## src/hdl/vgfd_pkg.sv

```systemverilog
// Shared types and codes for the voxel gradient unit.
package vgfd_pkg;

  // Sample word width (signed Q16.16).
  localparam int DATA_W = 32;

  // Operation codes carried by in_op.
  localparam logic OP_WRITE = 1'b0;
  localparam logic OP_QUERY = 1'b1;

  // Configuration register indexes.
  typedef enum logic [2:0] {
    CFG_SIZE_X      = 3'd0,
    CFG_SIZE_Y      = 3'd1,
    CFG_SIZE_Z      = 3'd2,
    CFG_INV_SPACE_X = 3'd3,
    CFG_INV_SPACE_Y = 3'd4,
    CFG_INV_SPACE_Z = 3'd5
  } cfg_index_t;

  // Axis tags.
  typedef enum logic [1:0] {
    AXIS_X = 2'd0,
    AXIS_Y = 2'd1,
    AXIS_Z = 2'd2
  } axis_t;

  // Control that travels alongside one difference through the scaler.
  typedef struct packed {
    logic  valid;
    axis_t axis;
    logic  sh17;   // central difference: extra halving
    logic  zero;   // axis of size one: force zero
  } scale_ctl_t;

endpackage

```

## src/hdl/vgfd_scale.sv

```systemverilog
// Scaling pipeline: magnitude, multiply by reciprocal spacing, shift and saturate.
module vgfd_scale (
  input  logic                     clk,
  input  logic                     rst_n,
  input  vgfd_pkg::scale_ctl_t     ctl_i,
  input  logic signed [32:0]       diff_i,
  input  logic [31:0]              inv_i,
  output vgfd_pkg::scale_ctl_t     ctl_o,
  output logic signed [31:0]       value_o
);

  vgfd_pkg::scale_ctl_t ctl1_r, ctl2_r, ctl3_r;
  logic [31:0]          mag_r;
  logic                 neg1_r, neg2_r;
  logic [31:0]          inv_r;
  logic [63:0]          prod_r;
  logic signed [31:0]   value_r;

  logic signed [32:0]   neg_diff;
  logic [47:0]          shifted;
  logic [31:0]          sat_mag;
  logic signed [31:0]   value_nxt;

  assign neg_diff = -diff_i;

  // Saturate the truncated product and apply the sign
  always_comb begin
    shifted   = ctl2_r.sh17 ? 48'(prod_r >> 17) : 48'(prod_r >> 16);
    sat_mag   = shifted[31:0];
    value_nxt = '0;
    if (ctl2_r.zero) begin
      value_nxt = '0;
    end else if (!neg2_r) begin
      if (shifted > 48'h0000_7FFF_FFFF) begin
        sat_mag = 32'h7FFF_FFFF;
      end
      value_nxt = signed'(sat_mag);
    end else begin
      if (shifted > 48'h0000_8000_0000) begin
        sat_mag = 32'h8000_0000;
      end
      value_nxt = signed'(32'd0 - sat_mag);
    end
  end

  // Advance control through the three stages
  always_ff @(posedge clk) begin
    if (!rst_n) begin
      ctl1_r <= '0;
      ctl2_r <= '0;
      ctl3_r <= '0;
    end else begin
      ctl1_r <= ctl_i;
      ctl2_r <= ctl1_r;
      ctl3_r <= ctl2_r;
    end
  end

  // Datapath stages
  always_ff @(posedge clk) begin
    neg1_r  <= diff_i[32];
    mag_r   <= diff_i[32] ? neg_diff[31:0] : diff_i[31:0];
    inv_r   <= inv_i;
    neg2_r  <= neg1_r;
    prod_r  <= 64'(mag_r) * 64'(inv_r);
    value_r <= value_nxt;
  end

  assign ctl_o   = ctl3_r;
  assign value_o = value_r;

endmodule

```

## config.mk

```make
export PLATFORM = sky130hd
export DESIGN_NAME = vgfd_scale
export DESIGN_NICKNAME = d
export VERILOG_FILES = /design/src/hdl/vgfd_pkg.sv /design/src/hdl/vgfd_scale.sv
export SDC_FILE = /design/constraint.sdc
export NUM_CORES = 2
export LEC_CHECK = 0
export ABC_AREA = 1
export BUFFER_PORTS_ARGS = -buffer_cell sky130_fd_sc_hd__buf_4
export CAP_MARGIN = 20
export CORE_MARGIN = 2
export CORE_UTILIZATION = 25
export CTS_CLUSTER_SIZE = 12
export DETAILED_ROUTE_END_ITERATION = 6
export PLACE_DENSITY_LB_ADDON = 0.15
export SYNTH_ARGS = -nofsm -noshare
export SYNTH_HDL_FRONTEND = slang
export SYNTH_SLANG_ARGS = --single-unit
```

## constraint.sdc

```tcl
create_clock -name clk -period 7.3 [get_ports clk]
set_input_delay 0.365 -clock clk [delete_from_list [all_inputs] [get_ports clk]]
set_output_delay 0.365 -clock clk [all_outputs]
set_load 0.02 [all_outputs]
```

After elaboration in Yosys (flattened, before gate mapping). Cells that the tools add are included.

$lt $le $gt $ge: 2. $add $sub $neg: 2. Muxes and demuxes: 7. Multiply operators: 1.

Operators by type and width (number): $mux 32 (6); $mul 32x32->64 (1); $gt 48x31->1 const B (1); $gt 48x32->1 const B (1); $mux 48 (1); $neg 32->32 (1); $sub 1x32->32 const A (1).

Register bits: 177. Input bits: 72. Output and inout port bits: 37.

Depth between registers and ports, before layout.
Word-level depth: 7. Depth in mapped cells: 31.

Least setup slack after synthesis. Ideal clock, no wire load.

Path kind: register to register. Start: register inv_r[6]. End: register prod_r[40]. Library setup time: 117 ps. Arrival time: 6418 ps. Path buffers: 1. Setup slack: 765 ps. Required time: 7183 ps. Cell stages (with the launch flop): 28. Cell sequence: dfxtp_1 -> clkbuf_1 -> nand2_1 -> inv_1 -> fa_1 -> fa_1 -> fa_1 -> inv_1 -> fa_1 -> inv_1 -> fa_1 -> inv_1 -> fa_1 -> inv_1 -> fa_1 -> fa_1 -> ha_1 -> nand2_1 -> nor2_1 -> nand2_1 -> o311ai_1 -> nand2_1 -> nand2_1 -> a21oi_1 -> nor2_1 -> nor2_1 -> nand2_1 -> nand2_1.

Cells in the longest elaborated chain, start to end: 1.

Ends and longest elaborated chain: from (decl) (RTL line vgfd_scale.sv:15) `logic [31:0] inv_r;`; from (signal assigned) (RTL line vgfd_scale.sv:63) `inv_r <= inv_i;`; $mul 32x32->64 (RTL line vgfd_scale.sv:65) `prod_r <= 64'(mag_r) * 64'(inv_r);`; to (signal assigned) (RTL line vgfd_scale.sv:65); to (decl) (RTL line vgfd_scale.sv:16) `logic [63:0] prod_r;`.

Every way passes these cells. A chain may end at the register's enable or synchronous reset.

Worst setup path in the final report.
Start: register inv_r[19]. End: register prod_r[60].

The elaborated chain is that of the path after synthesis.

==> out/metrics.sh <==
STATUS='finished, final reports clean'
HOLD_PATH_STAGES=1
MAX_STAGE_DELAY_NS=0.57
FIRST_PASS_GRT_WIRE_LENGTH_UM=210200
WORST_SETUP_PATH_TYPE='flop to flop'
VIAS_AFTER_DETAILED_ROUTING=32082
GRT_MAX_DEGREE=34
FINAL_MIN_PERIOD_OVER_CLOCK_PERIOD=0.9598
CHIPWIDTH_UM=408.7
YS_TYPES=46
AREA_GROWTH_PCT=14.21
GP_CONGESTION=0.8471
WORST-SLEW-PIN-TRANSITION_NS=1.009
FINAL_HOLD_FAILS=0
PROPORTION_OF_REGISTER_BITS_WITH_ASYNCHRONOUS_SET_OR_RESET_AFTER_SYNTHESIS=0
DRT_DRC_VIOLATIONS_LEFT=0
WL_PER_CELL_UM=17.35
CRITPATHARRIVALTIME_NS=7.43
SYNTH.CELL_AREA_UM2=40940
STARTPOINT='inv_r[19]'
POST-SYNTH-TOP-AREA-CELL='sky130_fd_sc_hd__fa_1'
DRIVE_ABOVE_1_SHARE=0.06252
LAYOUT_NET_COUNT=6702
ANTENNA_FOUND_INITIAL=4
AREA.SEQUENTIAL_UM2=3243
SETUP-VIOLATIONS-FINAL=0
WORST_SKEW_PAIR.LATE_LATENCY_NS=0.56
TIMING.FMAX_MHz=142.7
DETAILEDPLACEMENTHPWL_UM=111700
CTS_TREE='built'
PLACEMENT_ROWS=148
NUM_IO_PINS=109
SYNTH.TOP_CELLS.BY_AREA='sky130_fd_sc_hd__fa_1 44%, sky130_fd_sc_hd__inv_1 16%, sky130_fd_sc_hd__nand2_1 13%, sky130_fd_sc_hd__ha_1 8.0%, sky130_fd_sc_hd__dfxtp_1 7.9%'
YOSYS_REGISTER_BITS=161
AREA_OCCUPIED_BY_MULTI_INPUT_GATES_UM2=30420
CRIT_PATH_TOP_DELAY_CELL='sky130_fd_sc_hd__fa_1'
HOLD_PATH_CLASS='input port to flop'
INITIAL_CORE_UTIL=0.2515
FIRST_GLOBAL_VIAS=35080
DETAILEDROUTE.FIRSTITERATIONVIOLATIONS=1579
CTS.HTREE.LEVELS=4
CLOCK_SINK_COUNT=161
FLOORPLAN.DIE.HEIGHT_UM=408.7
YS_SEQ_AREA_FRAC=0.07873
YOSYSMOSTFREQUENTCELL='sky130_fd_sc_hd__inv_1'
CORE_AREA_UM2=162800
FILLERINSTANCES=17742
SYNTH.CELLS.MOST_FREQUENT='1721 x sky130_fd_sc_hd__inv_1, 1399 x sky130_fd_sc_hd__nand2_1, 895 x sky130_fd_sc_hd__fa_1, 262 x sky130_fd_sc_hd__ha_1, 206 x sky130_fd_sc_hd__clkbuf_1'
WORST_HOLD_STARTPOINT='diff_i[32]'
CP.REQUIRED_NS=7.72
SYNTH.AVG_CELL_AREA_UM2=7.655
CLOCK_TREE.ROOT_CELL='sky130_fd_sc_hd__clkbuf_16'
DETAIL_ROUTE.WIRELENGTH_UM=132900
FINCLKSKEW_NS=0.02671
END_KIND='flop'
DRT_PRE_ANTENNA_ITERS=5
DIE_AREA_UM2=167000
GLOBALROUTE.TOTALOVERFLOW=0
NUMBER_OF_FLOPS_MAPPED_TO_ENABLE_CELLS_BY_YOSYS=0
CTS.REPORTEDPATHS.CLKPINSLEW_NS=0.10
MIN_PERIOD_NS=7.006
SYNTH_TOP_CELL_AREA_SHARE=0.4377
SLEW-LIMIT-HEADROOM=0.3261
CTSLONGESTPATHBUFFERS=2
IO_BUFFER_COUNT=108
DETAIL-ROUTE-ANTENNA-NETS=0
R2R.WORST_PATH.CELLS=26
CRITICAL_PATH.STARTPOINT_TYPE='flop'
GLOBAL_ROUTE.USAGE.TOTAL=0.1643
WORSTPATHMAXFANOUT=16
WORST_R2R_STARTPOINT='inv_r[19]'
SYNTH_CELLS=5348
CTS_INSERTED_BUFFERS=17
TIMING_MAX_TRANSITION_VIOLATIONS_FINAL=0
POST-PLACE-CELLS=7573
CRITICAL-PATH-TOP-CELL-BY-COUNT='sky130_fd_sc_hd__fa_1'
TIMING.MAX_CAP.VIOLATIONS=0
SYNTH.NET_COUNT=6577
YS_DOMINANT_REG_CELL='sky130_fd_sc_hd__dfxtp_1'
YOSYS_WARNINGS=0
ROUTE.DETAILED.VIAS_PER_INST=4.187
FINAL_CELL_COUNT_NO_FILL=7662
## layout make-up
type                            instances  share of cell area
Clock buffer                           20            0.009768
Antenna cell                            1          0.00005352
Tap cell                             2175             0.05821
Inverter                             1724              0.1385
Multi-Input combinational cell       3242              0.6506
Clock inverter                         12            0.002997
Sequential cell                       161             0.06937
Timing Repair Buffer                  327             0.07049
## worst paths after layout
path                endpoint  slack (ns)
hold reg to reg       neg2_r        0.33
setup / recovery  prod_r[60]        0.29
setup reg to reg  prod_r[60]        0.29
hold / removal        neg1_r        0.07
## per-stage QoR
stage	cell area (um2)	hold slack [ns]	setup TNS (ns)	utilization	setup WS [ns]
after global placement	45440	0.3120	-0.4696	0.2792	-0.1025
after floorplan	40940	0.3096	0	-	0.7652
final	46750	0.07479	0	0.2872	0.2938
after detailed placement	45440	0.3128	-0.3904	0.2792	-0.09805
after global routing	46750	0.04413	-0.009417	0.2872	-0.009417
after CTS	46580	0.01265	0	0.2862	0.04651
## placed cells by master (no fill, tap or decap), types with 18 or more instances in the layout
| cell | instances |
|---|---|
| sky130_fd_sc_hd__dlygate4sd3_1 | 54 |
| sky130_fd_sc_hd__xnor2_1 | 22 |
| sky130_fd_sc_hd__a31oi_1 | 19 |
| sky130_fd_sc_hd__buf_12 | 52 |
| sky130_fd_sc_hd__xor2_1 | 72 |
| sky130_fd_sc_hd__a21oi_1 | 124 |
| sky130_fd_sc_hd__inv_1 | 1721 |
| sky130_fd_sc_hd__o41ai_1 | 23 |
| sky130_fd_sc_hd__fa_1 | 895 |
| sky130_fd_sc_hd__dfxtp_1 | 151 |
| sky130_fd_sc_hd__nand3_1 | 51 |
| sky130_fd_sc_hd__nor2_1 | 173 |
| sky130_fd_sc_hd__nand2_1 | 1399 |
| sky130_fd_sc_hd__buf_4 | 212 |
| sky130_fd_sc_hd__ha_1 | 260 |
| sky130_fd_sc_hd__o21ai_0 | 71 |
| sky130_fd_sc_hd__clkbuf_16 | 18 |
## logic make-up after synthesis
logic type                 share of synthesized area
and+or+nand+nor                               0.1586
AOI/OAI and AO/OA                            0.04462
DFF                                          0.07873
xor gates and xnor gates                     0.02011
adders and majority gates                     0.5177
buffers and inverters                         0.1802
## sequential cells by signal, indices dropped and copies added (netlist names)
signal,flops
ctl1_r,5
ctl2_r,5
ctl_o,5
inv_r,32
mag_r,32
neg1_r,1
neg2_r,1
prod_r,48
value_o,32
## timing repair
action	in CTS	in global routing
hold buffers	54	0
buffers inserted	0	1
resized for setup	1	41
setup endpoints to repair	13	34
endpoints found under the hold margin	54	0
gates cloned	0	1
pin swaps	0	1
## per-layer routing
| metal | vias to the layer above | track usage | wire length, um |
|---|---|---|---|
| li1 | 15215 | - | - |
| met1 | 16350 | 0.2323 | 64010 |
| met2 | 438 | 0.2734 | 63460 |
| met3 | 79 | 0.01678 | 3840 |
| met4 | 0 | 0.02850 | 1614 |
| met5 | - | 0 | 0 |
## critical path, delay by kind of cell (launching register included)
family	cells	cell delay, ns
adders and majority gates	9	4.42
AOI/OAI and AO/OA	4	0.59
buffers and inverters	8	0.89
xor gates and xnor gates	1	0.17
and+or+nand+nor	4	0.41
DFF	1	0.38
Power is left out: the tool's default activity adds up to more than one toggle a clock period on the data nets, which glitch-free logic cannot reach.
